==> src/rtl/waist_motor_ramp_pd_controller_core_defines.svh <==
// Assertion helpers used by the core file, which checks its own logic.
`ifndef WAIST_MOTOR_RAMP_PD_CONTROLLER_CORE_DEFINES_SVH
`define WAIST_MOTOR_RAMP_PD_CONTROLLER_CORE_DEFINES_SVH

// The consequent must hold in the same cycle as the antecedent.
`define WMR_ASSERT_SAME(label, clk, rst_n, ante, cons, msg) \
    label: assert property (@(posedge clk) disable iff (!rst_n) (ante) |-> (cons)) \
        else $error(msg);

// The consequent must hold in the cycle after the antecedent.
`define WMR_ASSERT_NEXT(label, clk, rst_n, ante, cons, msg) \
    label: assert property (@(posedge clk) disable iff (!rst_n) (ante) |=> (cons)) \
        else $error(msg);

`endif

==> src/rtl/wmr_pkg.sv <==
`timescale 1ns / 1ps

package wmr_pkg;

    // Field widths fixed by the item format.
    localparam int DATA_W  = 32;
    localparam int LIMIT_W = 31;
    localparam int DT_W    = 16;
    localparam int FUNC_W  = 3;
    localparam int KIND_W  = 2;
    localparam int CFG_IDX_W = 3;

    // Shared multiplier operand and product widths.
    localparam int MUL_A_W = 32;
    localparam int MUL_B_W = 34;
    localparam int MUL_P_W = MUL_A_W + MUL_B_W;

    localparam logic signed [DATA_W-1:0] MAX32 = 32'sh7FFF_FFFF;
    localparam logic signed [DATA_W-1:0] MIN32 = 32'sh8000_0000;

    // Mode commands.
    typedef enum logic [FUNC_W-1:0] {
        FUNC_UP      = 3'd0,
        FUNC_DOWN    = 3'd1,
        FUNC_STOP    = 3'd2,
        FUNC_ZERO    = 3'd3,
        FUNC_DIRECT  = 3'd4,
        FUNC_TIMEOUT = 3'd5,
        FUNC_UNKNOWN = 3'd6
    } t_func;

    // Commanded direction of travel.
    typedef enum logic [1:0] {
        DIR_NONE = 2'd0,
        DIR_UP   = 2'd1,
        DIR_DOWN = 2'd2
    } t_dir;

    // Kind of motor command in a result item.
    typedef enum logic [KIND_W-1:0] {
        KIND_HALT    = 2'd0,
        KIND_RELEASE = 2'd1,
        KIND_CURRENT = 2'd2
    } t_kind;

    // Configuration register indexes.
    typedef enum logic [CFG_IDX_W-1:0] {
        CFG_POSITION_GAIN  = 3'd0,
        CFG_DAMPING_GAIN   = 3'd1,
        CFG_GRAVITY_OFFSET = 3'd2,
        CFG_DRIVE_LIMIT    = 3'd3,
        CFG_SPEED_LIMIT    = 3'd4
    } t_cfg_idx;

    // Sequencer states.
    typedef enum logic [2:0] {
        S_IDLE  = 3'd0,
        S_RAMP  = 3'd1,
        S_POS   = 3'd2,
        S_ERR_P = 3'd3,
        S_ERR_D = 3'd4,
        S_SUM   = 3'd5,
        S_CLAMP = 3'd6,
        S_FIN   = 3'd7
    } t_state;

endpackage

==> src/rtl/wmr_mul.sv <==
`timescale 1ns / 1ps

// Shared signed multiplier with a registered product.
module wmr_mul (
    input  logic                                  i_clk,
    input  logic signed [wmr_pkg::MUL_A_W-1:0]    i_a,
    input  logic signed [wmr_pkg::MUL_B_W-1:0]    i_b,
    output logic signed [wmr_pkg::MUL_P_W-1:0]    o_p
);

    logic signed [wmr_pkg::MUL_P_W-1:0] r_p;

    // Both operands are signed, so the product is formed at full width.
    always_ff @(posedge i_clk) begin
        r_p <= i_a * i_b;
    end

    assign o_p = r_p;

endmodule

==> config.mk <==
export PLATFORM = sky130hd
export DESIGN_NAME = wmr_mul
export DESIGN_NICKNAME = d
export VERILOG_FILES = /design/src/rtl/waist_motor_ramp_pd_controller_core_defines.svh /design/src/rtl/wmr_pkg.sv /design/src/rtl/wmr_mul.sv
export SDC_FILE = /design/constraint.sdc
export NUM_CORES = 2
export LEC_CHECK = 0
export ABC_AREA = 1
export BUFFER_PORTS_ARGS = -buffer_cell sky130_fd_sc_hd__buf_2
export CAP_MARGIN = 10
export CORE_MARGIN = 1.5
export CORE_UTILIZATION = 54
export CTS_BUF_LIST = sky130_fd_sc_hd__clkbuf_4 sky130_fd_sc_hd__clkbuf_8
export CTS_CLUSTER_DIAMETER = 80
export DETAILED_ROUTE_END_ITERATION = 12
export PLACE_DENSITY = 0.71
export SYNTH_ARGS = -nofsm -noshare
export SYNTH_HDL_FRONTEND = slang
export SYNTH_SLANG_ARGS = --single-unit
==> constraint.sdc <==
create_clock -name i_clk -period 10.5 [get_ports i_clk]
set_input_delay 1.575 -clock i_clk [delete_from_list [all_inputs] [get_ports i_clk]]
set_output_delay 1.575 -clock i_clk [all_outputs]
set_load 0.03 [all_outputs]
# Word level (Yosys, flattened, before mapping)

Index checks and enable logic that the tools add are counted.

Logic and storage cells: 2
Bits of input ports: 67
Register bits after elaboration: 66
Output and inout port bits: 66

Multipliers: 1

Operators by type and width:

| operator                     | count |
|---|---|
| multiplier 32 x 34 -> 66 bit | 1 |

# Logic depth before layout (Yosys ltp)

Depth in word-level cells: 1
Mapped depth: 35
Depth with buffers taken out: 33

# Least setup slack after synthesis

No wires, ideal clock.

Path kind: input port to flip-flop
Start point: in i_a[7] (netlist name)
End point: reg r_p (netlist bit o_p[59])
Data required time: 10.387 ns
Path slack: 1.968 ns
Data arrival time: 8.419 ns
Library setup time: 0.113 ns
Cell stages on the path: 28
Buffers on the path: 2
Path through: clkbuf_1 clkbuf_1 nand2_1 inv_1 fa_1 inv_1 fa_1 fa_1 inv_1 fa_1 inv_1 fa_1 inv_1 fa_1 inv_1 fa_1 inv_1 fa_1 ha_1 a21oi_1 nor2_1 nor2_1 nor2_1 or2_2 nor2_1 nand3_1 nand2_1 nand2_1

Word-level cells in the longest chain between the ends: 1

Ends and longest elaborated chain:

| element                      | line          | text |
|---|---|---|
| start: declaration           | wmr_mul.sv:6  | `input logic signed [wmr_pkg::MUL_A_W-1:0] i_a,` |
| multiplier 32 x 34 -> 66 bit | wmr_mul.sv:15 | `r_p <= i_a * i_b;` |
| end signal: assignment       | wmr_mul.sv:15 |  |
| end: declaration             | wmr_mul.sv:11 | `logic signed [wmr_pkg::MUL_P_W-1:0] r_p;` |

No other way between the ends.

# Final worst setup path

Start point: in i_a[8] (netlist name)
End point: reg r_p (netlist bit o_p[61])

The elaborated chain is that of the path after synthesis.

==> results.txt <==
H-tree depth - 3
setup tns final - 0 ns
Commonest cells post-synth - inv_1 (1804), nand2_1 (1550), fa_1 (1142)
M3 GR Usage - 2.504%
largest cells by area after synthesis - fa_1 (54%), inv_1 (16%), nand2_1 (14%), ha_1 (5.6%), dfxtp_1 (3.1%)
CTS hold repair buffers - 0
gr usage total - 30.37%
Avg Cell Area, Syn - 7.831 um^2
Avg WL per Cell - 17.92 um
IO Count - 133
hold wc startpoint - i_a[0]
cell count after synthesis - 5406
initial DRC count - 1984
Yosys top cell area share - 54.00%
Worst Setup SP - i_a[8]
Setup-failing EPs final - 0
Routed WL - 114600 um
final hold vios - 0
most numerous cell in the Yosys netlist - inv_1
Core Region - 77470 um^2
max_cap viols - 0
asr flop ratio synth - 0%
residual DRC count - 0
GR Layer Usage met2 - 55.58%
#FFs+latches synth - 66
postcts setup bufs - 0
status - finished, final reports clean
root buffer cell - clkbuf_8
Bufs on Longest Clock Path - 2
DIE WIDTH - 283 um
CP endpoint kind - flop
Fmax achieved - 0.1127 GHz
clk sinks - 66
crit path launch type - input port
Reg clk slew, reported paths - 0.09 ns
minimum clock period - 8.874 ns
Cell variety after synth - 36
remaining antenna violation count - 0
EDFF count, synth - 0
synth-to-layout area growth - 3.582%
CTS-repair resized insts - 0
port bufs - 132
site row count - 102
layer carrying the most global-route usage - met2
CP Data Arrival Time - 9.14 ns
fraction of the cycle the final worst path needs - 84.52%
post-synthesis sequential area ratio - 3.121%
Max stage delay cell, worst path - fa_1
CTS tree - yes
Slew @ Worst Pin - 0.9920 ns
RePlAce Congestion - 0.9853
CTS Buf Count - 9
Starting Density - 54.65%
pins over their slew limit - 0
Via density - 5.110
first-pass GRT wire length - 190900 um
initial antenna violation count - 8
HP Class - input port to flop
Crit Path Category - input port to flop
Nets - 6738
Die Height - 283 um
1st-pass router iterations - 6
worst path required time - 10.77 ns
Syn. warnings - 0
Most used DFF post-synth - dfxtp_1
crit path max fanout - 34
max reg flops - 66
vias in the first global route - 35.98k
area of the mapped netlist - 42340 um^2
CP most frequent cell - fa_1
largest area contributor in the netlist - fa_1
Die Footprint - 80090 um^2
Rel. slew slack - 33.67%
total global routing overflow - 0
Via Count - 32.67k
share of cells above drive strength 1 - 4.471%
slowest stage delay, CP - 0.97 ns
pin count of the biggest net entering global routing - 35
Final HPWL DP - 97500 um
Syn Nets - 6803
met1 Track Usage GR - 37.13%
CP cell instances - buf_2, nand2_1, fa_1, fa_1, fa_1, inv_1, fa_1, fa_1, fa_1, inv_1, fa_1, fa_1, inv_1, ha_1, nand2_1, inv_1, nand2_1, nor3_1, nand2_1, nor3_1, nand2_1, nand3_1, nand2_1
RSZ-0062 raised after global routing - no
-- cell families (layout without fill, tap and decap cells) --
| kind of cell | count (synthesis) | after routing | share of synthesized area, % |
|---|---|---|---|
| flops | 66 | 66 | 3.121 |
| xor+xnor | 32 | 32 | 0.6620 |
| other cells | 0 | 6 | 0 |
| fa+ha+maj | 1330 | 1330 | 59.56 |
| compound gates | 104 | 104 | 1.345 |
| simple gates | 1839 | 1839 | 17.27 |
| buf+inv | 2035 | 1975 | 18.04 |
-- critical path, delay by kind of cell --
family                     cells  cell delay [ns]
adders and majority gates      9             5.31
and+or+nand+nor                9             1.23
buffers and inverters          5             0.99
-- layout make-up --
type                            instances  area (um^2)
Antenna cell                            6        15.01
Clock buffer                            9        123.9
Clock inverter                          7        117.6
Fill cell                            7217        33610
Inverter                             1806         6779
Multi-Input combinational cell       3305        33380
Sequential cell                        66         1321
Tap cell                             1040         1301
Timing Repair Buffer                  153        818.3
-- stage by stage --
stage | hold WS (ns) | instances | utilization [%] | instance area (um^2) | setup WS [ns]
2_1_floorplan | 1.673 | 5406 | - | 42340 | 1.968
3_3_place_gp | 2.009 | 6370 | 56.28 | 43600 | 1.358
3_5_place_dp | 2.009 | 6370 | 56.28 | 43600 | 1.244
4_1_cts | 1.814 | 6386 | 56.59 | 43840 | 1.641
5_1_grt | 1.851 | 6392 | 56.61 | 43850 | 1.161
6_report | 1.828 | 6392 | 56.61 | 43850 | 1.626
-- cell usage in the layout (no fill, tap or decap), types with 3 or more instances in the layout --
cell	synthesis	layout
nand4_1	21	21
or2_2	14	14
diode_2	0	6
dfxtp_1	66	66
o21ai_0	23	23
nand3_2	5	5
nand2_2	19	19
ha_1	188	188
nand3_1	66	66
nor2_4	4	4
inv_1	1804	1804
fa_1	1142	1142
xor2_1	31	31
nor2_2	16	16
nor2_1	119	119
nand2_1	1550	1550
a21oi_1	62	62
nor4_1	7	7
clkbuf_8	0	9
nor3_1	6	6
bufinv_16	0	3
o21bai_1	13	13
nor3_2	3	3
buf_4	0	21
buf_2	0	132
-- per-layer routing --
metal  wire (um)  part of all wire, %  up-vias
met5          21                0.018        -
met4        5144                  4.5        4
met1       43180                   38    16700
li1            -                    -    14540
met2       59860                   52     1142
met3        6371                  5.6      287
-- final timing paths --
| kind | endpoint | slack [ns] | cells past startpoint |
|---|---|---|---|
| worst min-delay path | o_p[0] | 1.83 | 3 |
| worst max-delay path | o_p[61] | 1.63 | 23 |
Power is left out: the tool's default activity adds up to more than one toggle a clock period on the data nets, which glitch-free logic cannot reach.
