--- src/rtl/waist_motor_ramp_pd_controller_core_defines.svh ---
// Assertion helpers used by the core file, which checks its own logic.
`ifndef WAIST_MOTOR_RAMP_PD_CONTROLLER_CORE_DEFINES_SVH
`define WAIST_MOTOR_RAMP_PD_CONTROLLER_CORE_DEFINES_SVH

// The consequent must hold in the same cycle as the antecedent.
`define WMR_ASSERT_SAME(label, clk, rst_n, ante, cons, msg) \
    label: assert property (@(posedge clk) disable iff (!rst_n) (ante) |-> (cons)) \
        else $error(msg);

// The consequent must hold in the cycle after the antecedent.
`define WMR_ASSERT_NEXT(label, clk, rst_n, ante, cons, msg) \
    label: assert property (@(posedge clk) disable iff (!rst_n) (ante) |=> (cons)) \
        else $error(msg);

`endif

--- src/rtl/wmr_pkg.sv ---
`timescale 1ns / 1ps

package wmr_pkg;

    // Field widths fixed by the item format.
    localparam int DATA_W  = 32;
    localparam int LIMIT_W = 31;
    localparam int DT_W    = 16;
    localparam int FUNC_W  = 3;
    localparam int KIND_W  = 2;
    localparam int CFG_IDX_W = 3;

    // Shared multiplier operand and product widths.
    localparam int MUL_A_W = 32;
    localparam int MUL_B_W = 34;
    localparam int MUL_P_W = MUL_A_W + MUL_B_W;

    localparam logic signed [DATA_W-1:0] MAX32 = 32'sh7FFF_FFFF;
    localparam logic signed [DATA_W-1:0] MIN32 = 32'sh8000_0000;

    // Mode commands.
    typedef enum logic [FUNC_W-1:0] {
        FUNC_UP      = 3'd0,
        FUNC_DOWN    = 3'd1,
        FUNC_STOP    = 3'd2,
        FUNC_ZERO    = 3'd3,
        FUNC_DIRECT  = 3'd4,
        FUNC_TIMEOUT = 3'd5,
        FUNC_UNKNOWN = 3'd6
    } t_func;

    // Commanded direction of travel.
    typedef enum logic [1:0] {
        DIR_NONE = 2'd0,
        DIR_UP   = 2'd1,
        DIR_DOWN = 2'd2
    } t_dir;

    // Kind of motor command in a result item.
    typedef enum logic [KIND_W-1:0] {
        KIND_HALT    = 2'd0,
        KIND_RELEASE = 2'd1,
        KIND_CURRENT = 2'd2
    } t_kind;

    // Configuration register indexes.
    typedef enum logic [CFG_IDX_W-1:0] {
        CFG_POSITION_GAIN  = 3'd0,
        CFG_DAMPING_GAIN   = 3'd1,
        CFG_GRAVITY_OFFSET = 3'd2,
        CFG_DRIVE_LIMIT    = 3'd3,
        CFG_SPEED_LIMIT    = 3'd4
    } t_cfg_idx;

    // Sequencer states.
    typedef enum logic [2:0] {
        S_IDLE  = 3'd0,
        S_RAMP  = 3'd1,
        S_POS   = 3'd2,
        S_ERR_P = 3'd3,
        S_ERR_D = 3'd4,
        S_SUM   = 3'd5,
        S_CLAMP = 3'd6,
        S_FIN   = 3'd7
    } t_state;

endpackage

--- src/rtl/wmr_ramp.sv ---
`timescale 1ns / 1ps

// One step of the trapezoidal velocity ramp.
module wmr_ramp #(
    parameter int FRAC_BITS = 16
) (
    input  wmr_pkg::t_dir                        i_dir,
    input  logic signed [wmr_pkg::DATA_W-1:0]    i_vel,
    input  logic [wmr_pkg::LIMIT_W-1:0]          i_speed_limit,
    input  logic [wmr_pkg::DT_W-1:0]             i_dt,
    output logic signed [wmr_pkg::DATA_W-1:0]    o_vel
);

    localparam int UP_W = wmr_pkg::DT_W + FRAC_BITS;
    localparam int DN_W = wmr_pkg::DT_W + 2 + FRAC_BITS;

    logic [UP_W-1:0]                w_up_prod;
    logic [DN_W-1:0]                w_dn_prod;
    logic [wmr_pkg::DT_W+1:0]       w_dt3;
    logic signed [33:0]             w_inc_up;
    logic signed [33:0]             w_inc_dn;
    logic signed [33:0]             w_vel;
    logic signed [33:0]             w_lim;
    logic signed [33:0]             w_lim_neg;
    logic signed [33:0]             w_step;

    // Acceleration 0.5 times dt is a shift; deceleration 3.0 times dt is an add and a shift.
    assign w_up_prod = UP_W'(i_dt) << (FRAC_BITS - 1);
    assign w_inc_up  = 34'(w_up_prod >> wmr_pkg::DT_W);
    assign w_dt3     = {2'b00, i_dt} + {1'b0, i_dt, 1'b0};
    assign w_dn_prod = DN_W'(w_dt3) << FRAC_BITS;
    assign w_inc_dn  = 34'(w_dn_prod >> wmr_pkg::DT_W);

    assign w_vel     = 34'(i_vel);
    assign w_lim     = 34'({1'b0, i_speed_limit});
    assign w_lim_neg = -w_lim;

    // Ramp toward the speed limit, or back toward zero when no move is commanded.
    always_comb begin
        w_step = w_vel;
        unique case (i_dir)
            wmr_pkg::DIR_UP: begin
                if (w_vel < w_lim) begin
                    w_step = w_vel + w_inc_up;
                end
                if (w_step > w_lim) begin
                    w_step = w_lim;
                end
            end
            wmr_pkg::DIR_DOWN: begin
                if (w_vel > w_lim_neg) begin
                    w_step = w_vel - w_inc_up;
                end
                if (w_step < w_lim_neg) begin
                    w_step = w_lim_neg;
                end
            end
            default: begin
                if (w_vel > 34'sd0) begin
                    w_step = w_vel - w_inc_dn;
                    if (w_step < 34'sd0) begin
                        w_step = 34'sd0;
                    end
                end else if (w_vel < 34'sd0) begin
                    w_step = w_vel + w_inc_dn;
                    if (w_step > 34'sd0) begin
                        w_step = 34'sd0;
                    end
                end
            end
        endcase
    end

    assign o_vel = w_step[wmr_pkg::DATA_W-1:0];

endmodule

--- config.mk ---
export PLATFORM = sky130hd
export DESIGN_NAME = wmr_ramp
export DESIGN_NICKNAME = d
export VERILOG_FILES = /design/src/rtl/waist_motor_ramp_pd_controller_core_defines.svh /design/src/rtl/wmr_pkg.sv /design/src/rtl/wmr_ramp.sv
export SDC_FILE = /design/constraint.sdc
export NUM_CORES = 1
export LEC_CHECK = 0
export BUFFER_PORTS_ARGS = -buffer_cell sky130_fd_sc_hd__buf_4
export CORE_UTILIZATION = 58
export DETAILED_ROUTE_END_ITERATION = 8
export GPL_TIMING_DRIVEN = 0
export PLACE_DENSITY = 0.8
export SLEW_MARGIN = 20
export SYNTH_ARGS = -nofsm -noshare
export SYNTH_HDL_FRONTEND = slang
export SYNTH_SLANG_ARGS = --single-unit
export TNS_END_PERCENT = 100
--- constraint.sdc ---
create_clock -name vclk -period 7.99
set_input_delay 0.3995 -clock vclk [all_inputs]
set_output_delay 0.3995 -clock vclk [all_outputs]
set_load 0.1 [all_outputs]
=== Word level (Yosys, flattened, before mapping) ===
Index checks and enable logic that the tools add are counted.

* Flip-flop bits (word level): 0
* Input port bits: 81
* Output and inout port bits: 32
* Logic and storage cells: 27

* Multiplexer cells: 11
* Magnitude comparators: 8
* Eq/ne operators: 2
* Add/sub/neg operators: 6

{| class="wikitable"
|+ Operators by type and width
! cell !! count
|-
| $mux 32 || 6
|-
| $mux 34 || 4
|-
| $pmux 32 s2 || 1
|-
| $gt 32x34->1 || 1
|-
| $gt 34x32->1 || 1
|-
| $lt 34x34->1 || 1
|-
| $neg 31->34 || 1
|-
| $add 32x16->33 || 1
|-
| $add 32x19->33 || 1
|-
| $gt 33x1->1 const B || 1
|-
| $lt 33x1->1 const B || 1
|-
| $sub 32x16->33 || 1
|-
| $sub 32x19->33 || 1
|-
| $gt 32x1->1 const B || 1
|-
| $lt 32x1->1 const B || 1
|-
| $lt 32x32->1 || 1
|-
| $add 16x17->18 || 1
|-
| $eq 2x1->1 const B || 1
|-
| $eq 2x2->1 const B || 1
|}

=== Longest topological paths before layout ===
* Word-level depth: 7
* Depth in mapped cells: 35
* Depth with buffers taken out: 30

=== Worst setup path after synthesis ===
Ideal clock, no wire load.

* Path kind: input to output
* Start: in i_speed_limit[19] in the netlist's numbering
* End: out o_vel[30] in the netlist's numbering
* Path buffers: 5
* Required time: 7590 ps
* Arrival: 8403 ps
* Setup slack: -812 ps
* Stages: 35
* Path through: clkbuf_1 -> nor4_2 -> nand2_1 -> or4_1 -> nor2_1 -> inv_1 -> or4_1 -> xnor2_1 -> inv_1 -> ha_1 -> a21oi_1 -> o21ai_0 -> a221oi_1 -> nand3_1 -> a221oi_2 -> nor4_2 -> buf_2 -> and4_1 -> clkbuf_1 -> nand2_1 -> xnor2_1 -> ha_1 -> a21o_1 -> a21o_1 -> a21o_1 -> a21oi_1 -> nor2b_1 -> o21a_1 -> o41a_1 -> or3_1 -> clkbuf_1 -> a31oi_1 -> buf_4 -> o211ai_1 -> a22oi_1

* Word-level cells in the longest chain between the ends: 7
* Elaborated cells on any way between the ends: 12
* Those cells by class: add/sub: 1; order compare: 4; mux: 7

{| class="wikitable"
|+ Ends and longest elaborated chain
! item !! RTL line !! RTL
|-
| from (decl) || wmr_ramp.sv:9 || <nowiki>input logic [wmr_pkg::LIMIT_W-1:0] i_speed_limit,</nowiki>
|-
| $neg 31->34 || wmr_ramp.sv:36 || <nowiki>assign w_lim_neg = -w_lim;</nowiki>
|-
| $gt 32x34->1 || wmr_ramp.sv:51 || <nowiki>if (w_vel > w_lim_neg) begin</nowiki>
|-
| $mux 34 || wmr_ramp.sv:51 ||
|-
| $mux 34 || wmr_ramp.sv:41 || <nowiki>unique case (i_dir)</nowiki>
|-
| $lt 34x34->1 || wmr_ramp.sv:54 || <nowiki>if (w_step < w_lim_neg) begin</nowiki>
|-
| $mux 32 || wmr_ramp.sv:54 ||
|-
| $pmux 32 s2 * || wmr_ramp.sv:41 ||
|-
| to (decl) || wmr_ramp.sv:11 || <nowiki>output logic signed [wmr_pkg::DATA_W-1:0] o_vel</nowiki>
|}

Mark *: on every way between the ends. The rest lies on a longest branch, timed or not. The select of a mux whose other input is x is not followed.

=== Worst setup path in the final report ===
* Start: in i_speed_limit[2] in the netlist's numbering
* End: out o_vel[30] in the netlist's numbering

Same word-level chain as after synthesis.

==> impl_metrics.ini <==
[status]
status = finished clean

[layout]
design_area_um2 = 13700
drive_above_1_share_pct = 16.5
seq_cell_count = 0
fin_cells = 2044
fin_nets = 2075
ff_latch_area_um2 = 0
n_fill_cell = 1714
area_delta_synth_final_pct = 18.3
multi_input_area_um2 = 11300
clkbuf_count = 0

[worst_hold_path]
hp-class = in2out

[sta]
slew_headroom_pct = 21.3
final-hold-violation-count = 0
slew_violations = 0
fin_crit_sh_pct = 99.7
worst_slew_pin_slew_ns = 1.17
final-setup-viol-count = 0
fmax_mhz = 126
period_needed_ns = 7.96
holdWs_ns = 1.47

[global_route]
gr-total-overflow = 0
gr-usage-met3_pct = 9.62
grt_use_met1_pct = 59.7
use_met2_pct = 72.6
grt_pass1_vias = 13000
grt_max_degree = 15
antenna_found_initial = 3
busiest_layer = met2
grt_pass1_wl_um = 72500
track_usage_pct = 46.3

[die]
rows = 51
io_pins = 113
die_area_um2 = 20500
die_h_um = 143
core_um2 = 19500
die_x_um = 143
start_util_pct = 59.2

[drt]
drt-wirelength-per-cell_um = 24.2
ant_nets = 0
via_per_inst = 6.97
vias = 14200
drt_iter0_drc = 1607
drc_errors = 0
drt-total-wl_um = 49500
firstDrtPassIters = 7

[synth]
ys_warn_count = 0
synth_area_leaders = ha_1, xnor2_1, a21oi_1, nor2_1, inv_1
synth_nets = 1928
post_synth_num_cell_types = 88
syn_inst = 1632
syn_area_per_cell_um2 = 7.09
synth_top_cell_area_share_pct = 22.7
synth_seq_area_share_pct = 0
syn_area_um2 = 11600
yosysTopAreaCell = ha_1

[setup_path]
crit_type = in2out
critical_path_peak_fanout = 10
end_kind = output port
cp_data_required_time_ns = 7.59
cp_top_family = compound AO/OA/AOI/OAI gates
cp_num_buf_inv = 9
cpPeakStageDelay_ns = 0.43
cp.arrival_ns = 7.56
crit_top_cell = buf_4
cp_slowest_cell = nor4_4
cp-start-kind = input port

[placement]
gp_routability_congestion = 1.08
placedCellCount = 2009
dpl_cell_area_um2 = 12900
port_buffers = 111
hpwl_um = 40200

[flow_run]
drv_cap = 0

[clocking]
hold_buffers = 0
## timing repair
item,4_1_cts,5_1_grt
resized for setup,46,77
endpoints found under the hold margin,0,0
gates cloned,2,1
setup endpoints to repair,32,32
buffers inserted,12,19
pin swaps,14,34
## final cells by class
| class | count | share of cell area, % |
|---|---|---|
| Multi-Input combinational cell | 1423 | 82.9 |
| Inverter | 129 | 3.55 |
| Buffer | 80 | 2.64 |
| Antenna cell | 2 | 0.0366 |
| Timing Repair Buffer | 145 | 8.43 |
| Tap cell | 265 | 2.42 |
## cells in the mapped netlist (11+ instances only)
| library cell | instances |
|---|---|
| ha_1 | 210 |
| nor2_1 | 126 |
| inv_1 | 125 |
| a21oi_1 | 107 |
| nand2_1 | 98 |
| xnor2_1 | 98 |
| o21ai_0 | 75 |
| clkbuf_1 | 73 |
| nand3_1 | 51 |
| nor3_1 | 49 |
| a21o_1 | 38 |
| nand4_1 | 31 |
| xor2_1 | 31 |
| o211ai_1 | 29 |
| mux2_2 | 28 |
| nor4_1 | 26 |
| mux2i_1 | 24 |
| o21a_1 | 24 |
| nor2b_1 | 20 |
| o21bai_1 | 20 |
| a211oi_1 | 19 |
| o221ai_1 | 18 |
| or3_1 | 17 |
| and2_1 | 16 |
| nand2b_1 | 16 |
| and3_1 | 15 |
| o22ai_1 | 15 |
| a221oi_1 | 14 |
| a221o_1 | 12 |
| a31oi_1 | 11 |
## kinds of logic after synthesis
family / count (synthesis) / synth area share (%)
AO/OA/AOI/OAI: 507 / 31.3
AND/OR/NAND/NOR: 518 / 23.4
adder cells (fa/ha/maj): 215 / 23.6
multiplexers: 52 / 4.80
XOR/XNOR: 130 / 9.96
buffers and inverters: 210 / 6.97
## per-stage QoR
stage	worst slack [ns]	util [%]	setup TNS (ns)
4_1_cts	0.0110	67.3	0
2_1_floorplan	0.00308	-	0
6_report	0.0262	70.1	0
5_1_grt	-0.126	70.0	-1.01
3_3_place_gp	-0.993	65.8	-25.94
3_5_place_dp	-1.10	65.9	-27.96
## layout by cell type (no fill, tap or decap), types with 29 or more instances in the layout
cell type and instances:
clkbuf_1 62, xor2_1 30, ha_1 207, o211ai_1 29, nand3_1 49, nor3_1 47, o21ai_0 71, nand2_1 92
a21o_1 38, nor2_1 123, inv_1 124, buf_4 134, xnor2_1 92, a21oi_1 101, nand4_1 31
## path summary, 6_finish.rpt
path	from	to	slack, ns	cells after the start
max	i_speed_limit[2]	o_vel[30]	0.03	33
min	i_speed_limit[5]	o_vel[5]	1.47	4
## layer usage
layer,vias to the layer above,wire (um)
li1,6459,-
met1,6529,19200
met2,1001,20800
met3,252,6250
met4,0,3330
met5,-,0
